**src/rtl/core/predictive_info_histogram_macros.svh**
```systemverilog
// ----------------------------------------------------------------------------
// predictive_info_histogram_macros: assertion shorthands
// clocked on clk, disabled while rst_n is low
// ----------------------------------------------------------------------------
`ifndef PREDICTIVE_INFO_HISTOGRAM_MACROS_SVH
`define PREDICTIVE_INFO_HISTOGRAM_MACROS_SVH

// same-cycle implication
`define PIH_ASSERT_NOW(label, ante, cons) \
    label: assert property (@(posedge clk) disable iff (!rst_n) (ante) |-> (cons)) \
        else $error("predictive_info_histogram: same-cycle check failed");

// next-cycle implication
`define PIH_ASSERT_NEXT(label, ante, cons) \
    label: assert property (@(posedge clk) disable iff (!rst_n) (ante) |=> (cons)) \
        else $error("predictive_info_histogram: next-cycle check failed");

`endif

```
**src/rtl/core/pih_pkg.sv**
```systemverilog
// ----------------------------------------------------------------------------
// pih_pkg: shared types and constants
// opcodes, register indexes, control states and coder handshake structs
// ----------------------------------------------------------------------------
package pih_pkg;

    // fixed field widths of the channels
    localparam int OPC_W      = 2;
    localparam int SYM_W      = 8;
    localparam int RIDX_W     = 12;
    localparam int CODE_W     = 12;
    localparam int CNT_OUT_W  = 32;
    localparam int BASE_CFG_W = 5;
    localparam int LEN_CFG_W  = 4;
    localparam int CFG_IDX_W  = 2;
    localparam int CFG_DATA_W = 5;

    typedef enum logic [OPC_W-1:0] {
        OP_PUSH  = 2'd0,
        OP_READ  = 2'd1,
        OP_CLEAR = 2'd2
    } opcode_t;

    typedef enum logic [CFG_IDX_W-1:0] {
        CFG_BASE   = 2'd0,
        CFG_PAST   = 2'd1,
        CFG_FUTURE = 2'd2
    } cfg_index_t;

    typedef enum logic [2:0] {
        ST_CLEAR,
        ST_IDLE,
        ST_BAD,
        ST_CODE,
        ST_UPDATE
    } state_t;

    // control into the window coder
    typedef struct packed {
        logic push;
        logic restart;
    } coder_cmd_t;

    // status back from the window coder
    typedef struct packed {
        logic window_full;
        logic done;
    } coder_sts_t;

endpackage

```
**src/rtl/core/pih_coder.sv**
```systemverilog
// ----------------------------------------------------------------------------
// pih_coder: symbol window and code sequencer
// shift register of recent digits, horner evaluation one digit per cycle
// ----------------------------------------------------------------------------
module pih_coder #(
    parameter int MAX_WINDOW = 12,
    parameter int MAX_BASE   = 16,
    parameter int ADDR_BITS  = 12
) (
    input  logic                              clk,
    input  logic                              rst_n,
    input  pih_pkg::coder_cmd_t               cmd,
    input  logic [$clog2(MAX_BASE)-1:0]       digit,
    input  logic [$clog2(MAX_BASE+1)-1:0]     base_eff,
    input  logic [$clog2(MAX_WINDOW+1)-1:0]   kf,
    input  logic [$clog2(MAX_WINDOW+1)-1:0]   len,
    output pih_pkg::coder_sts_t               sts,
    output logic [ADDR_BITS-1:0]              joint_code,
    output logic [ADDR_BITS-1:0]              history_code,
    output logic [ADDR_BITS-1:0]              future_code
);
    import pih_pkg::*;

    localparam int DIG_W = $clog2(MAX_BASE);
    localparam int LEN_W = $clog2(MAX_WINDOW+1);
    localparam int IDX_W = $clog2(MAX_WINDOW);

    logic [DIG_W-1:0]     win_reg  [MAX_WINDOW];
    logic [DIG_W-1:0]     win_next [MAX_WINDOW];
    logic [LEN_W-1:0]     fill_reg, fill_next;
    logic [LEN_W-1:0]     fill_base, fill_inc;
    logic                 run_reg, run_next;
    logic                 done_reg, done_next;
    logic [IDX_W-1:0]     idx_reg, idx_next;
    logic [ADDR_BITS-1:0] jacc_reg, jacc_next;
    logic [ADDR_BITS-1:0] hacc_reg, hacc_next;
    logic [ADDR_BITS-1:0] facc_reg, facc_next;
    logic [DIG_W-1:0]     digit_sel;
    logic [ADDR_BITS-1:0] jstep, fstep;
    logic                 full_after;

    // fill level after this request
    always_comb
    begin
        fill_base  = cmd.restart ? '0 : fill_reg;
        fill_inc   = (fill_base == LEN_W'(MAX_WINDOW)) ? fill_base : fill_base + LEN_W'(1);
        full_after = (fill_inc >= len);
        fill_next  = fill_reg;
        if (cmd.push)
        begin
            fill_next = fill_inc;
        end
        else if (cmd.restart)
        begin
            fill_next = '0;
        end
    end

    // newest digit at index 0
    always_comb
    begin
        win_next = win_reg;
        if (cmd.push)
        begin
            for (int i = MAX_WINDOW - 1; i > 0; i--)
            begin
                win_next[i] = win_reg[i-1];
            end
            win_next[0] = digit;
        end
    end

    // horner step, oldest digit first, codes kept modulo the table size
    always_comb
    begin
        digit_sel = win_reg[idx_reg];
        jstep     = jacc_reg * ADDR_BITS'(base_eff) + ADDR_BITS'(digit_sel);
        fstep     = facc_reg * ADDR_BITS'(base_eff) + ADDR_BITS'(digit_sel);
        run_next  = run_reg;
        done_next = 1'b0;
        idx_next  = idx_reg;
        jacc_next = jacc_reg;
        hacc_next = hacc_reg;
        facc_next = facc_reg;
        if (cmd.push && full_after)
        begin
            run_next  = 1'b1;
            idx_next  = IDX_W'(len - LEN_W'(1));
            jacc_next = '0;
            facc_next = '0;
        end
        else if (run_reg)
        begin
            jacc_next = jstep;
            if (LEN_W'(idx_reg) < kf)
            begin
                facc_next = fstep;
            end
            if (LEN_W'(idx_reg) == kf)
            begin
                hacc_next = jstep;
            end
            if (idx_reg == '0)
            begin
                run_next  = 1'b0;
                done_next = 1'b1;
            end
            else
            begin
                idx_next = idx_reg - IDX_W'(1);
            end
        end
    end

    always_ff @(posedge clk or negedge rst_n)
    begin
        if (!rst_n)
        begin
            fill_reg <= '0;
            run_reg  <= 1'b0;
            done_reg <= 1'b0;
            idx_reg  <= '0;
        end
        else
        begin
            fill_reg <= fill_next;
            run_reg  <= run_next;
            done_reg <= done_next;
            idx_reg  <= idx_next;
        end
    end

    always_ff @(posedge clk)
    begin
        win_reg  <= win_next;
        jacc_reg <= jacc_next;
        hacc_reg <= hacc_next;
        facc_reg <= facc_next;
    end

    assign sts.window_full = full_after;
    assign sts.done        = done_reg;
    assign joint_code      = jacc_reg;
    assign history_code    = hacc_reg;
    assign future_code     = facc_reg;

endmodule

```
**config.mk**
```make
export PLATFORM = sky130hd
export DESIGN_NAME = pih_coder
export DESIGN_NICKNAME = d
export VERILOG_FILES = /design/src/rtl/core/predictive_info_histogram_macros.svh /design/src/rtl/core/pih_pkg.sv /design/src/rtl/core/pih_coder.sv
export SDC_FILE = /design/constraint.sdc
export NUM_CORES = 1
export LEC_CHECK = 0
export BUFFER_PORTS_ARGS = -buffer_cell sky130_fd_sc_hd__buf_2
export CORE_MARGIN = 2
export CORE_UTILIZATION = 50
export CTS_CLUSTER_DIAMETER = 40
export DETAILED_ROUTE_END_ITERATION = 12
export PLACE_DENSITY = 0.71
export SETUP_SLACK_MARGIN = 0.2
export SYNTH_ARGS = -nofsm -noshare
export SYNTH_HDL_FRONTEND = slang
export SYNTH_SLANG_ARGS = --single-unit
```
**constraint.sdc**
```tcl
create_clock -name clk -period 4.1 [get_ports clk]
set_input_delay 0.41 -clock clk [delete_from_list [all_inputs] [get_ports clk]]
set_output_delay 0.41 -clock clk [all_outputs]
set_load 0.01 [all_outputs]
```
# Yosys cells after proc, flatten, opt, wreduce, memory -nomap -nowiden
# Index checks and enable logic that the tools add are counted.
word_totals:
  register_bits: 94
  input_bits: 21
  wordCells: 55
op_classes:
  add_sub_neg: 5
  multipliers: 2
  order_cmp: 3
  n_eq_ne: 3
  mux: 15
  bitwise_logic: 2
  reduce_logical: 6
op_table:
  columns: ["op", "n"]
  rows:
  - ["$mux 4", 8]
  - ["$add 12x4->12", 2]
  - ["$mul 12x5->12", 2]
  - ["$bmux 4 s4", 1]
  - ["$sub 4x1->4 const B", 2]
  - ["$mux 1", 6]
  - ["$ge 5x5->1 const B", 1]
  - ["$not 4->5", 1]
  - ["$add 4x1->4 const B", 1]
  - ["$eq 4x4->1", 1]
  - ["$eq 4x4->1 const B", 1]
  - ["$ge 4x4->1", 1]
  - ["$logic_not 4->1", 1]
  - ["$lt 4x4->1", 1]
  - ["$reduce_and 2->1", 2]
  - ["$reduce_and 3->1", 1]
  - ["$ne 2x2->1 const B", 1]
  - ["$reduce_bool 2->1", 1]
  - ["$logic_and 1x1->1", 1]
  - ["$not 1->1", 1]

# Logic depth before layout (Yosys ltp)
# Gate-level depths: netlist of the first run.
logic_depth:
  depth_word: 7
  depth_mapped: 17

# Worst setup path before layout of the first run
# OpenSTA, ideal clock, no wires.
synth_path:
  kind: "register to register"
  start: "reg idx_reg[0]"
  end: "reg jacc_reg[11], in the netlist joint_code[11]"
  arrival_time_ns: 4.304
  required_time_ns: 4.012
  path_slack_ns: -0.292
  path_stages_with_launch: 16
  cell_sequence: "dfrtp_1 buf_2 buf_2 mux4_2 mux2i_1 o22ai_1 fa_1 ha_1 fa_1 ha_1 a21o_1 a211oi_4 nor3_2 a2111oi_4 and3b_1 nor4_2"
synth_between:
  elab_chain_cells: 5
synth_rtl:
  columns: ["item", "line_no", "text"]
  rows:
  - ["start: declaration", "pih_coder.sv:34", "logic [IDX_W-1:0] idx_reg, idx_next;"]
  - ["start signal: assignment", "pih_coder.sv:129", "idx_reg <= idx_next;"]
  - ["$not 4->5 (implied by the code)", "pih_coder.sv:76", "digit_sel = win_reg[idx_reg];"]
  - ["$bmux 4 s4", "pih_coder.sv:76", null]
  - ["$mux 4 (implied by the code) (2 in series)", "pih_coder.sv:76", null]
  - ["$add 12x4->12", "pih_coder.sv:77", "jstep = jacc_reg * ADDR_BITS'(base_eff) + ADDR_BITS'(digit_sel);"]
  - ["end signal: assignment", "pih_coder.sv:136", "jacc_reg <= jacc_next;"]
  - ["end: declaration", "pih_coder.sv:35", "logic [ADDR_BITS-1:0] jacc_reg, jacc_next;"]
# Every way passes these cells. The select of a mux whose other input is x is not followed.
# A chain may end at the register's enable or synchronous reset.

# Worst setup path in the final report of the first run
# Ends and elaborated chain as after synthesis.

==> results of run 1 <==
-- metrics by stage --
| stage | util | TNS, ns | cell area (um2) | setup slack (ns) | hold WS (ns) |
|---|---|---|---|---|---|
| 3_3_place_gp | 0.5591 | -0.01207 | 7701 | -0.01207 | 0.3015 |
| 6_report | 0.5978 | 0 | 8234 | 0.006930 | 0.2285 |
| 5_1_grt | 0.5978 | -0.8184 | 8234 | -0.1646 | 0.2137 |
| 4_1_cts | 0.5880 | -0.03828 | 8099 | -0.03095 | 0.2174 |
| 3_5_place_dp | 0.5591 | -0.4832 | 7701 | -0.1171 | 0.3094 |
| 2_1_floorplan | - | 0 | 7066 | 0.1265 | 0.1144 |
-- path summary, 6_finish.rpt --
kind,from,endpoint,depth (start not counted)
max,idx_reg[0]$_DFFE_PN0P_,joint_code[11]$_SDFFE_PN0P_,14
min,digit[3],win_reg[47]$_DFFE_PP_,1
max reg2reg,idx_reg[0]$_DFFE_PN0P_,joint_code[11]$_SDFFE_PN0P_,14
min reg2reg,win_reg[33]$_DFFE_PP_,win_reg[29]$_DFFE_PP_,0
max in group asynchronous,rst_n,idx_reg[0]$_DFFE_PN0P_,2
min in group asynchronous,rst_n,fill_reg[1]$_DFF_PN0_,2
-- cell type report --
type	count	share of cell area
clock buffers	9	0.02735
inverters	101	0.04604
well taps	180	0.02735
flip-flops and latches	94	0.3077
repair buffers	99	0.07385
multi-input cells	424	0.5118
clock inverters	7	0.005926
-- worst register-to-register path: stages (launching register included) --
cell	delay, ns
dfrtp_2	0.41
buf_6	0.13
mux4_2	0.51
mux2i_2	0.18
o22ai_2	0.12
fa_1	0.51
ha_2	0.18
fa_1	0.44
ha_1	0.31
a21o_1	0.23
a211oi_4	0.25
nor3_2	0.08
a2111oi_4	0.26
and3b_1	0.23
nor4_2	0.15
-- logic make-up (layout without fill, tap and decap cells) --
logic type	count (synthesis)	count (layout)
buffers and inverters	124	216
DFF	94	94
and+or+nand+nor	184	184
adders and majority gates	107	107
xor gates and xnor gates	28	28
muxes	40	40
AOI/OAI and AO/OA	65	65
-- cell usage in the layout (no fill, tap or decap), types with 9 or more instances in the layout --
cell	count
a21oi_1	11
and2_1	79
buf_2	58
buf_4	38
clkbuf_16	9
dfrtp_1	9
dfxtp_1	24
edfxtp_1	60
fa_1	49
ha_1	46
inv_1	96
mux2i_1	25
mux4_2	12
nand2_1	33
nor2_1	33
xnor2_1	18
-- what timing repair did --
action                                  in CTS  in global routing
resized for setup                           16                 18
hold buffers                                 1                  0
buffers inserted                             5                  5
pin swaps                                   16                 11
endpoints found under the setup margin      17                 20
gates cloned                                 0                  0
endpoints found under the hold margin       10                  0
-- per-layer routing --
layer / GRT usage / vias up
met3: 0.04972 / 16
met1: 0.2559 / 2451
met4: 0.05172 / 0
met2: 0.3767 / 88
li1: - / 2294
met5: 0 / -
==> flow_summary.yaml, run 1 <==
run_status:
  outcome: "finished clean"
worst_setup_path:
  crit_path_end_kind: "register"
  start_kind: "register"
  crit_top_cell: "fa_1"
  critical_path_buf_inv_count: 1
  cpPeakStageDelay_ns: 0.51
  cp_top_family: "adder cells"
  critPathSlowestCell: "mux4_2"
  crit_arrival_ns: 4.36
  worstPathCellList: "buf_6 > mux4_2 > mux2i_2 > o22ai_2 > fa_1 > ha_2 > fa_1 > ha_1 > a21o_1 > a211oi_4 > nor3_2 > a2111oi_4 > and3b_1 > nor4_2"
  ff2ff_setup_slack_ns: 0.007
  critPathMaxFanout: 4
  critPathKind: "reg2reg"
  crit_required_ns: 4.36
logic_synthesis:
  synth.most_common_cell: "inv_1"
  synth_xor_xnor_area_share: 0.03889
  ys_warn_count: 0
  yosysSeqAreaShare: 0.3610
  synth_top_area_frac: 0.2569
  synth_ff_type: "edfxtp_1"
  netlist_top_cells_count: "inv_1, and2_1, edfxtp_1"
  ys_ff_latch: 94
  synth_top_family_by_area: "adder cells"
  synthArstFlopShare: 0.1064
  synth_edf_count: 60
  muxShareOfSynthArea: 0.07884
  synthTopCellsByArea: "edfxtp_1, fa_1, ha_1, and2_1, dfxtp_1"
  synth_fp_nets: 770
  synth_compound_area_frac: 0.06333
  yosys.area_share.adder: 0.2465
  synth_area_um2: 7014
  syn_area_per_cell_um2: 10.93
  ys_types: 50
  synth_simple_gate_area_frac: 0.1429
  synthCells: 642
  yosys.area.top_type: "edfxtp_1"
finish:
  final_cells: 914
  syn_to_final_growth_pct: 17.39
  largest_reg_flops: 48
  nets: 857
  multi_input_area_um2: 4214
  layout-drive-gt1-share: 0.2343
  fillers: 1155
  n_antenna_cell: 0
  ff_latch_area_um2: 2534
timing:
  rsz0062_at_grt: "true"
  period_minus_slack_ns: 4.093
  hold_violations: 0
  period_share: 0.9983
  worstMarginPinSlew_ns: 0.6533
  slew_viol_final: 0
  worst_clock_skew_ns: 0.009970
  fmax_mhz: 244.3
  setup_viol: 0
  slew_headroom: 0.5645
drt:
  drc: 0
  wl_met3_um: 600
  routed.top_layer: "met4"
  wl_met1_mm: 6.355
  vias: 4849
  first_iter_violations: 183
  ant_nets: 0
  wirelength_mm: 14.99
  routedWlPerCell_um: 16.40
  drtPass1Iterations: 4
  wl_met2_mm: 7.831
  vias_per_cell: 5.305
global_route:
  antenna_found_initial: 0
  grt.total_usage: 0.2105
  grt_pass1_wl_mm: 24.21
  first_global_vias: 4987
  grt_max_degree: 55
  grt_overflow_total: 0
die:
  die_y_um: 122.4
  ios: 59
  start_util: 0.5093
  die_area_um2: 14990
  rows: 43
  core-area_um2: 13770
  die_x_um: 122.4
placed_design:
  portBuffers: 58
  hpwl_mm: 10.89
  placedCellCount: 887
  place.gp.congestion: 0.8310
cts:
  cts.sinks: 94
  htreeDepth: 3
  clk_latency_ns: 0.36
  numCtsBuffers: 9
  cts_tree: "done"
  clockBufferDepth: 2
  root_buffer: "clkbuf_16"
  path_clk_slew_ns: 0.07
run:
  maxCapViolCount: 0
hold_path:
  hp-class: "in2reg"
Power of run 1 is left out: the tool's default activity adds up to more than one toggle a clock period on the data nets, which glitch-free logic cannot reach.
==> run 2, diff against run 1 <==
- CORE_ASPECT_RATIO: unset -> 1.2
==> run 2 against run 1 <==
- register-to-register slack worse by 0.05 ns
- critical path depth did not move
- the flow now finishes with violations (setup timing)
- clock skew grew 0.0010 ns
- maximum frequency decreased by 1.3%
- sequential share of layout area rose by 0.11 points
- worst hold slack better by 0.0049 ns
- worst setup slack got worse by 0.053 ns
- first-iteration DRC count is 14% higher
- global-route usage decreased by 0.33 points
- non-clock buffer count down 4
- die area about the same
- final area is 0.32% lower
==> flow_summary.yaml, run 2 (synthesis gave the netlist of run 1 again) <==
run_status:
  outcome: "finished with violations"
  violations: "setup timing"
timing:
  worstMarginPinSlew_ns: 0.6510
  setup_viol: 1
  period_minus_slack_ns: 4.146
  fmax_mhz: 241.2
  rsz0062_at_grt: "true"
  setup_tns_ns: -0.04568
  worst_slack_ns: -0.04568
  slew_viol_final: 0
  period_share: 1.011
  slew_headroom: 0.5660
  worst_clock_skew_ns: 0.01099
  hold_violations: 0
run:
  maxCapViolCount: 0
cts:
  cts_tree: "done"
  htreeDepth: 3
  clk_latency_ns: 0.35
  root_buffer: "clkbuf_16"
  numCtsBuffers: 9
  clockBufferDepth: 2
  path_clk_slew_ns: 0.08
  cts.sinks: 94
finish:
  final_common_cell: "inv_1"
  nets: 853
  multi_input_area_um2: 4192
  ff_latch_area_um2: 2535
  fillers: 1141
  most-common-layout-cells: "inv_1, and2_1, edfxtp_1, buf_2, fa_1"
  largest_reg_flops: 48
  layout-drive-gt1-share: 0.2274
  n_antenna_cell: 0
  fin_util: 0.5965
  syn_to_final_growth_pct: 17.02
placed_design:
  hpwl_mm: 11.03
  portBuffers: 58
  place.gp.congestion: 0.8511
drt:
  vias: 4897
  ant_nets: 0
  first_iter_violations: 209
  vias_per_cell: 5.435
  drtPass1Iterations: 4
  drc: 0
  routedWlPerCell_um: 16.62
  wirelength_mm: 14.97
worst_setup_path:
  worstPathCellList: "buf_12 > mux4_2 > mux2i_2 > o22ai_2 > fa_1 > ha_4 > fa_1 > ha_1 > a21o_1 > a211oi_4 > nor3_2 > a2111oi_4 > buf_4 > xnor2_1"
  critical_path_buf_inv_count: 2
  crit_path_end_kind: "register"
  crit_arrival_ns: 4.25
  startpoint: "idx_reg[0]$_DFFE_PN0P_"
  rr_startpoint: "idx_reg[0]$_DFFE_PN0P_"
  crit_top_cell: "fa_1"
  critPathMaxFanout: 5
  cp_top_family: "adder cells"
  cpPeakStageDelay_ns: 0.51
  critPathSlowestCell: "mux4_2"
  start_kind: "register"
  critPathKind: "reg2reg"
  crit_required_ns: 4.21
global_route:
  antenna_found_initial: 0
  grt.total_usage: 0.2072
  grt_max_degree: 55
  first_global_vias: 5236
  grt_overflow_total: 0
  grt_pass1_wl_mm: 24.89
hold_path:
  hp-class: "in2reg"
  hold_start: "digit[3]"
die:
  die_area_um2: 15000
  rows: 47
  core-area_um2: 13760
  start_util: 0.5097
  ios: 59
  die_x_um: 112.1
  die_y_um: 133.7
==> run 2: metal layers <==
metal	vias to the layer above	track usage	share of wire
li1	2282	-	-
met5	-	0	0
met1	2465	0.2416	0.40
met2	121	0.3812	0.54
met4	0	0.08130	0.025
met3	29	0.03139	0.038
==> run 2: area by class of cell <==
class / instances / share of cell area
well taps: 171 / 0.02607
clock buffers: 9 / 0.02744
inverters: 101 / 0.04619
clock inverters: 7 / 0.008384
multi-input cells: 424 / 0.5107
repair buffers: 95 / 0.07241
flip-flops and latches: 94 / 0.3088
==> run 2: worst paths after layout <==
kind	end	slack, ns	depth (start not counted)
max	history_code[11]$_DFFE_PP_	-0.05	14
min	win_reg[47]$_DFFE_PP_	0.23	1
max reg2reg	history_code[11]$_DFFE_PP_	-0.05	14
min reg2reg	win_reg[24]$_DFFE_PP_	0.44	0
max in group asynchronous	idx_reg[0]$_DFFE_PN0P_	3.41	2
min in group asynchronous	fill_reg[2]$_DFF_PN0_	0.46	2
==> run 2: metrics by stage <==
step	hold WS [ns]	setup slack, ns	area [um2]	instances
5_1_grt	0.2249	-0.2175	8208	901
6_report	0.2334	-0.04568	8208	901
3_5_place_dp	0.3030	-0.1507	7690	878
4_1_cts	0.2237	-0.00005729	8105	899
2_1_floorplan	0.1144	0.1265	7066	642
3_3_place_gp	0.2993	-0.04567	7690	878
==> run 2: timing repair <==
| action | CTS | global route |
|---|---|---|
| endpoints found under the setup margin | 17 | 20 |
| hold endpoints to repair | 10 | 0 |
| pin swaps | 22 | 10 |
| buffers inserted | 4 | 2 |
| resized for setup | 14 | 18 |
| hold buffers | 1 | 0 |
Power of run 2 is left out for the same reason.
